===== src/sv/spf_pkg.sv =====
`default_nettype none
// ----------------------------------------------------------------------------
// spf_pkg
// Shared types and constants of the servo packet framer: the framing bytes,
// the command that travels from the front end to the byte sequencer, and the
// queue geometry.
// ----------------------------------------------------------------------------
package spf_pkg;

  localparam logic [7:0] SYNC_BYTE  = 8'hFF;
  localparam logic [7:0] LEN_EXTRA  = 8'd2;
  localparam logic [7:0] MAX_PARAMS = 8'd253;

  // Command queue geometry
  localparam int unsigned QDEPTH = 4;
  localparam int unsigned QAW    = $clog2(QDEPTH);

  // One classified item, ready to be turned into bytes
  typedef struct packed {
    logic       hdr;      // item opens a packet: emit the five header bytes
    logic [7:0] dev_id;
    logic [7:0] len;
    logic [7:0] instr;
    logic       has;      // emit the parameter byte
    logic [7:0] pbyte;
    logic       last;     // emit the checksum byte
    logic [7:0] chk;
  } spf_cmd_t;

endpackage
`default_nettype wire


===== src/sv/spf_front.sv =====
`default_nettype none
// ----------------------------------------------------------------------------
// spf_front
// Front end: accepts items, tracks the packet state and running sum, and
// turns each item into a command with header fields and checksum resolved.
// Items that produce no byte are dropped here.
// ----------------------------------------------------------------------------
module spf_front
  import spf_pkg::*;
(
  input  wire logic       clk_i,
  input  wire logic       rst_ni,
  input  wire logic       in_valid_i,
  output logic            in_stall_o,
  input  wire logic [7:0] device_id_i,
  input  wire logic [7:0] instruction_code_i,
  input  wire logic [7:0] param_count_i,
  input  wire logic [7:0] param_byte_i,
  input  wire logic       has_byte_i,
  input  wire logic       last_item_i,
  input  wire logic       q_full_i,
  output logic            push_o,
  output spf_cmd_t        cmd_o
);

  logic       in_pkt_q, in_pkt_d;
  logic [7:0] sum_q, sum_d;
  logic       acc;
  logic       hdr;
  logic [7:0] cnt_sat;
  logic [7:0] len;
  logic [7:0] base;
  logic [7:0] sum_new;

  assign in_stall_o = q_full_i;
  assign acc        = in_valid_i && !q_full_i;

  // Classify the item and fold it into the running sum
  always_comb begin
    hdr     = !in_pkt_q;
    cnt_sat = (param_count_i > MAX_PARAMS) ? MAX_PARAMS : param_count_i;
    len     = cnt_sat + LEN_EXTRA;
    base    = hdr ? (device_id_i + len + instruction_code_i) : sum_q;
    sum_new = base + (has_byte_i ? param_byte_i : 8'd0);
  end

  always_comb begin
    cmd_o.hdr    = hdr;
    cmd_o.dev_id = device_id_i;
    cmd_o.len    = len;
    cmd_o.instr  = instruction_code_i;
    cmd_o.has    = has_byte_i;
    cmd_o.pbyte  = param_byte_i;
    cmd_o.last   = last_item_i;
    cmd_o.chk    = ~sum_new;
  end

  // Drop items that produce no byte
  assign push_o = acc && (hdr || has_byte_i || last_item_i);

  // Advance the packet state
  always_comb begin
    in_pkt_d = in_pkt_q;
    sum_d    = sum_q;
    if (acc) begin
      if (last_item_i) begin
        in_pkt_d = 1'b0;
        sum_d    = 8'd0;
      end else begin
        in_pkt_d = 1'b1;
        sum_d    = sum_new;
      end
    end
  end

  always_ff @(posedge clk_i or negedge rst_ni) begin
    if (!rst_ni) begin
      in_pkt_q <= 1'b0;
      sum_q    <= 8'd0;
    end else begin
      in_pkt_q <= in_pkt_d;
      sum_q    <= sum_d;
    end
  end

  a_last_closes: assert property (@(posedge clk_i) disable iff (!rst_ni)
    acc && last_item_i |=> !in_pkt_q && (sum_q == 8'd0))
    else $error("packet not closed after last item");

  a_open_pushes: assert property (@(posedge clk_i) disable iff (!rst_ni)
    acc && !in_pkt_q |-> push_o)
    else $error("packet start not queued");

  a_mid_open: assert property (@(posedge clk_i) disable iff (!rst_ni)
    acc && !last_item_i |=> in_pkt_q)
    else $error("packet state lost mid-packet");

endmodule
`default_nettype wire


===== src/sv/spf_fifo.sv =====
`default_nettype none
// ----------------------------------------------------------------------------
// spf_fifo
// Short command queue between the front end and the byte sequencer.
// ----------------------------------------------------------------------------
module spf_fifo
  import spf_pkg::*;
(
  input  wire logic     clk_i,
  input  wire logic     rst_ni,
  input  wire logic     push_i,
  input  wire spf_cmd_t cmd_i,
  output logic          full_o,
  input  wire logic     pop_i,
  output logic          head_valid_o,
  output spf_cmd_t      head_o
);

  spf_cmd_t         mem_q [QDEPTH];
  logic [QAW-1:0]   wr_ptr_q, rd_ptr_q;
  logic [QAW:0]     cnt_q;

  assign full_o       = (cnt_q == QAW'(0) + (QAW+1)'(QDEPTH));
  assign head_valid_o = (cnt_q != '0);
  assign head_o       = mem_q[rd_ptr_q];

  // Store the pushed command
  always_ff @(posedge clk_i) begin
    if (push_i) begin
      mem_q[wr_ptr_q] <= cmd_i;
    end
  end

  // Advance pointers and fill count
  always_ff @(posedge clk_i or negedge rst_ni) begin
    if (!rst_ni) begin
      wr_ptr_q <= '0;
      rd_ptr_q <= '0;
      cnt_q    <= '0;
    end else begin
      if (push_i) begin
        wr_ptr_q <= wr_ptr_q + QAW'(1);
      end
      if (pop_i) begin
        rd_ptr_q <= rd_ptr_q + QAW'(1);
      end
      if (push_i && !pop_i) begin
        cnt_q <= cnt_q + (QAW+1)'(1);
      end else if (pop_i && !push_i) begin
        cnt_q <= cnt_q - (QAW+1)'(1);
      end
    end
  end

  a_no_overflow: assert property (@(posedge clk_i) disable iff (!rst_ni)
    push_i |-> !full_o)
    else $error("push into full queue");

  a_no_underflow: assert property (@(posedge clk_i) disable iff (!rst_ni)
    pop_i |-> head_valid_o)
    else $error("pop from empty queue");

  a_count_bound: assert property (@(posedge clk_i) disable iff (!rst_ni)
    cnt_q <= (QAW+1)'(QDEPTH))
    else $error("queue count out of range");

endmodule
`default_nettype wire


===== src/sv/spf_back.sv =====
`default_nettype none
// ----------------------------------------------------------------------------
// spf_back
// Byte sequencer: walks the head command through header, parameter and
// checksum bytes into the output register, one byte per cycle unless stalled.
// ----------------------------------------------------------------------------
module spf_back
  import spf_pkg::*;
(
  input  wire logic       clk_i,
  input  wire logic       rst_ni,
  input  wire logic       head_valid_i,
  input  wire spf_cmd_t   head_i,
  output logic            pop_o,
  output logic            out_valid_o,
  input  wire logic       out_stall_i,
  output logic [7:0]      out_byte_o,
  output logic            end_of_packet_o
);

  typedef enum logic [6:0] {
    ST_SYNC1 = 7'b0000001,
    ST_SYNC2 = 7'b0000010,
    ST_ID    = 7'b0000100,
    ST_LEN   = 7'b0001000,
    ST_INSTR = 7'b0010000,
    ST_PARAM = 7'b0100000,
    ST_CHK   = 7'b1000000
  } step_e;

  step_e      step_q, step_d;
  logic       mid_q, mid_d;
  step_e      cur;
  step_e      nxt;
  logic       done;
  logic       emit;
  logic       out_valid_q, out_valid_d;
  logic [7:0] out_byte_q, out_byte_d;
  logic       eop_q, eop_d;
  logic [7:0] cur_byte;

  // Pick the step for the head command
  always_comb begin
    if (mid_q) begin
      cur = step_q;
    end else if (head_i.hdr) begin
      cur = ST_SYNC1;
    end else if (head_i.has) begin
      cur = ST_PARAM;
    end else begin
      cur = ST_CHK;
    end
  end

  // Byte and successor of the current step
  always_comb begin
    nxt      = ST_CHK;
    done     = 1'b0;
    cur_byte = SYNC_BYTE;
    case (cur)
      ST_SYNC1: begin
        cur_byte = SYNC_BYTE;
        nxt      = ST_SYNC2;
      end
      ST_SYNC2: begin
        cur_byte = SYNC_BYTE;
        nxt      = ST_ID;
      end
      ST_ID: begin
        cur_byte = head_i.dev_id;
        nxt      = ST_LEN;
      end
      ST_LEN: begin
        cur_byte = head_i.len;
        nxt      = ST_INSTR;
      end
      ST_INSTR: begin
        cur_byte = head_i.instr;
        nxt      = head_i.has ? ST_PARAM : ST_CHK;
        done     = !head_i.has && !head_i.last;
      end
      ST_PARAM: begin
        cur_byte = head_i.pbyte;
        nxt      = ST_CHK;
        done     = !head_i.last;
      end
      ST_CHK: begin
        cur_byte = head_i.chk;
        done     = 1'b1;
      end
      default: begin
        cur_byte = SYNC_BYTE;
        done     = 1'b1;
      end
    endcase
  end

  assign emit  = head_valid_i && (!out_valid_q || !out_stall_i);
  assign pop_o = emit && done;

  // Advance the sequencer and load the output register
  always_comb begin
    step_d      = step_q;
    mid_d       = mid_q;
    out_valid_d = out_valid_q;
    out_byte_d  = out_byte_q;
    eop_d       = eop_q;
    if (emit) begin
      out_valid_d = 1'b1;
      out_byte_d  = cur_byte;
      eop_d       = (cur == ST_CHK);
      mid_d       = !done;
      step_d      = nxt;
    end else if (!out_stall_i) begin
      out_valid_d = 1'b0;
    end
  end

  always_ff @(posedge clk_i or negedge rst_ni) begin
    if (!rst_ni) begin
      step_q      <= ST_SYNC1;
      mid_q       <= 1'b0;
      out_valid_q <= 1'b0;
    end else begin
      step_q      <= step_d;
      mid_q       <= mid_d;
      out_valid_q <= out_valid_d;
    end
  end

  always_ff @(posedge clk_i) begin
    out_byte_q <= out_byte_d;
    eop_q      <= eop_d;
  end

  assign out_valid_o     = out_valid_q;
  assign out_byte_o      = out_byte_q;
  assign end_of_packet_o = eop_q;

  a_pop_on_chk: assert property (@(posedge clk_i) disable iff (!rst_ni)
    pop_o && head_i.last |-> cur == ST_CHK)
    else $error("command with checksum retired early");

  a_hold_stalled: assert property (@(posedge clk_i) disable iff (!rst_ni)
    out_valid_q && out_stall_i |=> out_valid_q && $stable(out_byte_q) && $stable(eop_q))
    else $error("stalled output byte changed");

  a_mid_needs_head: assert property (@(posedge clk_i) disable iff (!rst_ni)
    mid_q |-> head_valid_i)
    else $error("sequencer mid-command without a head command");

endmodule
`default_nettype wire


===== src/sv/servo_packet_framer_core.sv =====
`default_nettype none
// ----------------------------------------------------------------------------
// servo_packet_framer_core
// Servo-bus instruction packet framer: items in, framed byte stream out.
// ----------------------------------------------------------------------------
// Items are accepted one per cycle while the four-entry command queue has
// room; the output side emits one byte per cycle unless stalled, so an item
// opening a packet yields five to seven bytes (header, optional parameter,
// optional checksum), a mid-packet parameter item one, a closing item one or
// two. The single-byte output register sets the sustained rate; the queue
// absorbs expansion bursts. Items that add no byte are accepted and dropped.
module servo_packet_framer_core
  import spf_pkg::*;
(
  input  wire logic       clk_i,
  input  wire logic       rst_ni,
  input  wire logic       in_valid_i,
  output logic            in_stall_o,
  input  wire logic [7:0] device_id_i,
  input  wire logic [7:0] instruction_code_i,
  input  wire logic [7:0] param_count_i,
  input  wire logic [7:0] param_byte_i,
  input  wire logic       has_byte_i,
  input  wire logic       last_item_i,
  output logic            out_valid_o,
  input  wire logic       out_stall_i,
  output logic [7:0]      out_byte_o,
  output logic            end_of_packet_o
);

  logic     q_full;
  logic     push;
  spf_cmd_t cmd;
  logic     pop;
  logic     head_valid;
  spf_cmd_t head;

  // Classify items
  spf_front u_front (
    .clk_i              (clk_i),
    .rst_ni             (rst_ni),
    .in_valid_i         (in_valid_i),
    .in_stall_o         (in_stall_o),
    .device_id_i        (device_id_i),
    .instruction_code_i (instruction_code_i),
    .param_count_i      (param_count_i),
    .param_byte_i       (param_byte_i),
    .has_byte_i         (has_byte_i),
    .last_item_i        (last_item_i),
    .q_full_i           (q_full),
    .push_o             (push),
    .cmd_o              (cmd)
  );

  // Decouple the two sides
  spf_fifo u_fifo (
    .clk_i        (clk_i),
    .rst_ni       (rst_ni),
    .push_i       (push),
    .cmd_i        (cmd),
    .full_o       (q_full),
    .pop_i        (pop),
    .head_valid_o (head_valid),
    .head_o       (head)
  );

  // Emit bytes
  spf_back u_back (
    .clk_i           (clk_i),
    .rst_ni          (rst_ni),
    .head_valid_i    (head_valid),
    .head_i          (head),
    .pop_o           (pop),
    .out_valid_o     (out_valid_o),
    .out_stall_i     (out_stall_i),
    .out_byte_o      (out_byte_o),
    .end_of_packet_o (end_of_packet_o)
  );

endmodule
`default_nettype wire


===== config.mk =====
export PLATFORM = sky130hd
export DESIGN_NAME = servo_packet_framer_core
export DESIGN_NICKNAME = d
export VERILOG_FILES = /design/src/sv/spf_pkg.sv /design/src/sv/spf_front.sv /design/src/sv/spf_fifo.sv /design/src/sv/spf_back.sv /design/src/sv/servo_packet_framer_core.sv
export SDC_FILE = /design/constraint.sdc
export NUM_CORES = 1
export LEC_CHECK = 0
export BUFFER_PORTS_ARGS = -buffer_cell sky130_fd_sc_hd__buf_2
export CAP_MARGIN = 20
export CORE_ASPECT_RATIO = 1.25
export CORE_MARGIN = 2
export CORE_UTILIZATION = 55
export DETAILED_ROUTE_END_ITERATION = 10
export PLACE_DENSITY_LB_ADDON = 0.2
export SLEW_MARGIN = 40
export SYNTH_ARGS = -nofsm -noshare
export SYNTH_HDL_FRONTEND = slang
export SYNTH_SLANG_ARGS = --single-unit

===== constraint.sdc =====
create_clock -name clk_i -period 3.19 [get_ports clk_i]
set_input_delay 0.4785 -clock clk_i [delete_from_list [all_inputs] [get_ports clk_i]]
set_output_delay 0.4785 -clock clk_i [all_outputs]
set_load 0.05 [all_outputs]

== Word-level counts from Yosys, hierarchy flattened ==
Memory sizes are Yosys's and may differ from the RTL's.
Index checks and enable logic that the tools add are counted.
Word-level totals
  bits in registers: 34
  bits in latches: 0
  bits in writable memories: 172
  ROM bits: 0
  input port bits: 38
  output and inout port bits: 11
  logic and storage cells: 69
  memories: 1
Memories
  u_fifo.mem_q: words 4, bits a word 43, rd ports 1, clocked after memory_dff 0, write ports 1, RTL line spf_fifo.sv:19  | spf_cmd_t mem_q [QDEPTH];
Operators by class
  $add $sub $neg: 8
  multipliers: 0
  div/mod/pow operators: 0
  $lt $le $gt $ge: 1
  eq/ne operators: 9
  shift-type cells: 0
  muxes and demuxes: 17
  bitwise logic cells: 1
  reduce and logical (&&, ||, !) cells: 22
Operator list (count)
  one-hot mux 8 bit (5 select lines): 1
  one-hot mux 7 bit (5 select lines): 1
  2-to-1 mux 8 bit: 4
  adder 8 bit: 3
  2-to-1 mux 7 bit: 3
  zero test 1 bit: 9
  adder 8 x 2 -> 8 bit (second input constant): 1
  > comparator 8 bit (second input constant): 1
  inverter 8 bit: 1
  == test 7 x 1 -> 1 bit (second input constant): 1
  == test 7 x 2 -> 1 bit (second input constant): 1
  == test 7 x 3 -> 1 bit (second input constant): 1
  == test 7 x 4 -> 1 bit (second input constant): 1
  == test 7 x 5 -> 1 bit (second input constant): 1
  == test 7 x 6 -> 1 bit (second input constant): 1
  == test 7 bit (second input constant): 1
  logical AND 1 bit: 7
  2-to-1 mux 3 bit: 2
  2-to-1 mux 1 bit: 5
  adder 2 x 1 -> 2 bit (second input constant): 2
  OR reduction 4 bit: 1
  adder 3 x 1 -> 3 bit (second input constant): 1
  == test 3 bit (second input constant): 1
  logical OR 1 bit: 3
  other kinds (5): 5

== Depth between registers and ports, before layout ==
An unclocked memory read counts as a cell.
  word-level depth: 11
  gate-level depth with buffers: 17
  mapped depth without buffers: 17

== By module ==
A second synthesis with hierarchy kept.
Second synthesis, totals
  cell total of the unflattened synthesis: 554
  area, all modules: 9437.8 µm²
Modules (own cells, without submodules)
  spf_fifo: times used 1, cells an instance 259, area each 6660.1 µm²
  spf_front: times used 1, cells an instance 177, area each 1505.2 µm²
  spf_back: times used 1, cells an instance 118, area each 1272.5 µm²

== Worst setup path after synthesis ==
Ideal clock, no wire load.
  kind: input to register
  from: in param_count_i[3]
  to: mem u_fifo.mem_q[0][7] (netlist name) (data pin)
  setup time: 0.278 ns
  data arrival time: 3.825 ns
  path slack: -0.913 ns
  stages: 16
  path buffers: 0
  cell sequence: and4_1 > and3_2 > nor2b_1 > ha_1 > xor2_1 > fa_1 > ha_1 > a21oi_1 > o21bai_1 > a21oi_1 > xor2_1 > o21ai_0 > ha_1 > a21oi_1 > o21ai_0 > xnor2_1
RTL lines
  from (decl): RTL line servo_packet_framer_core.sv:21  | input wire logic [7:0] param_count_i,
  to (decl): RTL line spf_fifo.sv:19

==> results.json <==
{
  "post-route-drc-count": 0,
  "ioPinCount": 49,
  "root_buffer": "clkbuf_16",
  "layout_setup_ws_ns": -0.362,
  "p_leak_nw": 3.86,
  "powerDensity_nw_per_um2": 922,
  "endpoint_kind": "register",
  "antenna_found_initial": 0,
  "grt_pass1_wl_um": 29400,
  "grt_setup_unrepaired": "true",
  "cp_max_fo": 4,
  "seq_area_frac_synth_pct": 67.9,
  "netlist_area_um2": 8930,
  "period_needed_ns": 3.55,
  "cp_top_family": "adder cells",
  "core_area_um2": 16100,
  "gp_congestion": 0.834,
  "grt_pass1_vias": 5316,
  "fin_cells": 852,
  "max_freq_mhz": 282,
  "areaGrowthSynthToFinish_pct": 19.7,
  "die_h_um": 146,
  "cts_tree": "yes",
  "vias": 4933,
  "die_w_um": 118,
  "dieArea_um2": 17300,
  "max_slew_margin_pct": 49.2,
  "use_met3_pct": 2.66,
  "portBuffers": 48,
  "overflow": 0,
  "violations": "negative setup slack",
  "status": "finished, violations left",
  "reg2reg_from": "u_back.step_q[6]",
  "cts_sinks": 206,
  "dp.cells": 809,
  "vias_per_cell": 5.79,
  "required_ns": 3.42,
  "dp_hpwl_um": 12000,
  "start_util_pct": 55.6,
  "timing.final.crit_share_pct": 111,
  "cts_buffers": 20,
  "clk_pin_slew_worst_paths_ns": 0.06,
  "pre_cts_ws_ns": -0.930,
  "postSynthAreaPerCell_um2": 17.2,
  "synth-seq-cells": 206,
  "drive_gt1_share_pct": 34.9,
  "use_met1_pct": 29.5,
  "busiest_layer": "met2",
  "hold_path.class": "in -> async",
  "cap_violations": 0,
  "async_reset_ff_share_pct": 12.1,
  "hold_viol": 0,
  "diodes": 0,
  "synth_cell_types": 50,
  "critical_path_class": "in -> reg",
  "finalWirelength_um": 18900,
  "cts_htree_levels": 1,
  "gr-usage-all-layers_pct": 22.5,
  "critPathArrivalTime_ns": 3.78,
  "num_rows": 52,
  "ctsLongestPathBuffers": 3,
  "antenna_left": 0,
  "worst-path-buf-inv": 1,
  "cp_cell_sequence": "buf_6, and4_1, and3_4, nor2b_4, ha_4, fa_2, ha_4, a21o_1, a21oi_2, o21bai_1, a21oi_1, xor2_1, o21ai_1, ha_1, a21oi_2, o21ai_2, xnor2_2",
  "clk_latency_ns": 0.49,
  "crit_slowest_cell": "fa_2",
  "finClkSkew_ns": 0.00834,
  "synth-edff-count": 181,
  "drv_slew": 0,
  "drt_iter0_drc": 371,
  "grt_max_degree": 44,
  "ir_worst_vdd_mv": 0.447,
  "worst_pin_slew_ns": 0.763,
  "tns_ns": -5.15,
  "syn-num-nets": 587,
  "finalSetupViolations": 23,
  "setup.worst_path.start_class": "primary input",
  "dr.pass1.iters": 4,
  "synth-main-ff-cell": "edfxtp_1",
  "nets": 689,
  "hold_slack_ns": 0.00843,
  "grt_use_met2_pct": 40.3,
  "crit_path_max_incr_delay_ns": 0.59,
  "syn_inst": 520,
  "totalPowerFinal_mw": 9.86,
  "wl_per_cell_um": 22.2,
  "startpoint": "param_count_i[3]",
  "yosysWarnings": 0
}
-- power breakdown --
group | internal [mW] | switching (mW)
logic | 1.58 | 2.04
clock network | 1.29 | 0.948
registers | 3.77 | 0.227
total | 6.64 | 3.22
-- what timing repair did --
item / 4_1_cts / 5_1_grt
gates resized for setup: 23 / 22
setup endpoints to repair: 24 / 32
buffers inserted: 4 / 3
hold buffers: 0 / 0
cloned: 0 / 0
pin swaps: 14 / 16
-- cell usage in the layout (no fill, tap or decap), drive strengths merged, types with 14 or more instances in the layout --
master  count
edfxtp    181
buf        97
mux4       43
nand2      32
clkbuf     28
a21oi      27
dfrtp      24
inv        20
ha         19
nand3      14
-- layer usage --
layer | vias up | wire [µm]
met5 | - | 0
met4 | 0 | 283
met3 | 23 | 844
met2 | 126 | 9990
met1 | 2558 | 7750
li1 | 2226 | -
-- cells in the mapped netlist, drive strengths merged, types with 3 or more instances --
cell type / count / area (µm²)
a21o: 7 / 52.6
a21oi: 27 / 139
a22o: 8 / 70.1
and2: 12 / 77.6
and3: 3 / 21.3
and4: 3 / 26.3
buf: 10 / 57.6
clkbuf: 7 / 26.3
dfrtp: 24 / 601
edfxtp: 181 / 5440
fa: 10 / 200
ha: 19 / 238
inv: 20 / 75.1
mux2: 3 / 33.8
mux4: 43 / 968
nand2: 32 / 120
nand2b: 6 / 37.5
nand3: 14 / 70.1
nor2: 11 / 41.3
nor2b: 10 / 62.6
nor3: 3 / 15.0
nor3b: 3 / 32.5
o21a: 4 / 30.0
o21ai: 11 / 58.8
o21bai: 3 / 22.5
o31ai: 6 / 58.8
xnor2: 12 / 105
xor2: 12 / 105
-- sequential cells by signal, summed over array words and instances (netlist names) --
register and cells:
u_fifo.mem_q 172, u_fifo.cnt_q 3, u_front.sum_q 8, u_back.end_of_packet_o 1
u_back.mid_q 1, u_back.out_byte_o 8, u_fifo.wr_ptr_q 2, u_front.in_pkt_q 1
u_back.out_valid_o 1, u_back.step_q 7, u_fifo.rd_ptr_q 2
-- layout make-up --
cell class,instances,area (µm²)
Clock buffer,28,552
Sequential cell,206,6060
Inverter,21,78.8
Fill cell,1115,5370
Clock inverter,8,60.1
Multi-Input combinational cell,276,3010
Tap cell,216,270
Timing Repair Buffer,97,659
-- worst reg2reg max path: cells and delay by family (launching register included) --
family	cells	cell delay [ns]
flip-flops	1	0.43
XOR/XNOR	2	0.31
AND/OR/NAND/NOR	4	1.10
buffers and inverters	1	0.08
AO/OA/AOI/OAI	2	0.38
adder cells (fa/ha/maj)	2	0.65
-- through the flow --
| step | utilization, % | instance area (µm²) |
|---|---|---|
| detailed placement | 61.0 | 9800 |
| floorplan | - | 9020 |
| finish | 66.6 | 10700 |
| global placement | 61.0 | 9800 |
| global route | 66.6 | 10700 |
| CTS | 65.5 | 10500 |
-- path summary, 6_finish.rpt --
path	endpoint	slack, ns	cells after the start
max	u_fifo.mem_q[1][7]	-0.36	17
min	u_fifo.cnt_q[2]	0.008	1
max reg2reg	u_fifo.cnt_q[2]	0.16	11
min reg2reg	u_front.sum_q[5]	0.49	2
max in group asynchronous	u_fifo.rd_ptr_q[1]	2.72	1
min in group clk_i	u_back.out_valid_o	0.21	3
-- cells by family after synthesis --
group | after synthesis | share of synthesized area [%]
muxes | 46 | 11.2
and+or+nand+nor | 101 | 5.95
xor gates and xnor gates | 25 | 2.61
DFF | 206 | 67.9
adders and majority gates | 29 | 4.90
AOI/OAI and AO/OA | 75 | 5.64
buffers and inverters | 38 | 1.82
(Power assumes the default switching activity.)
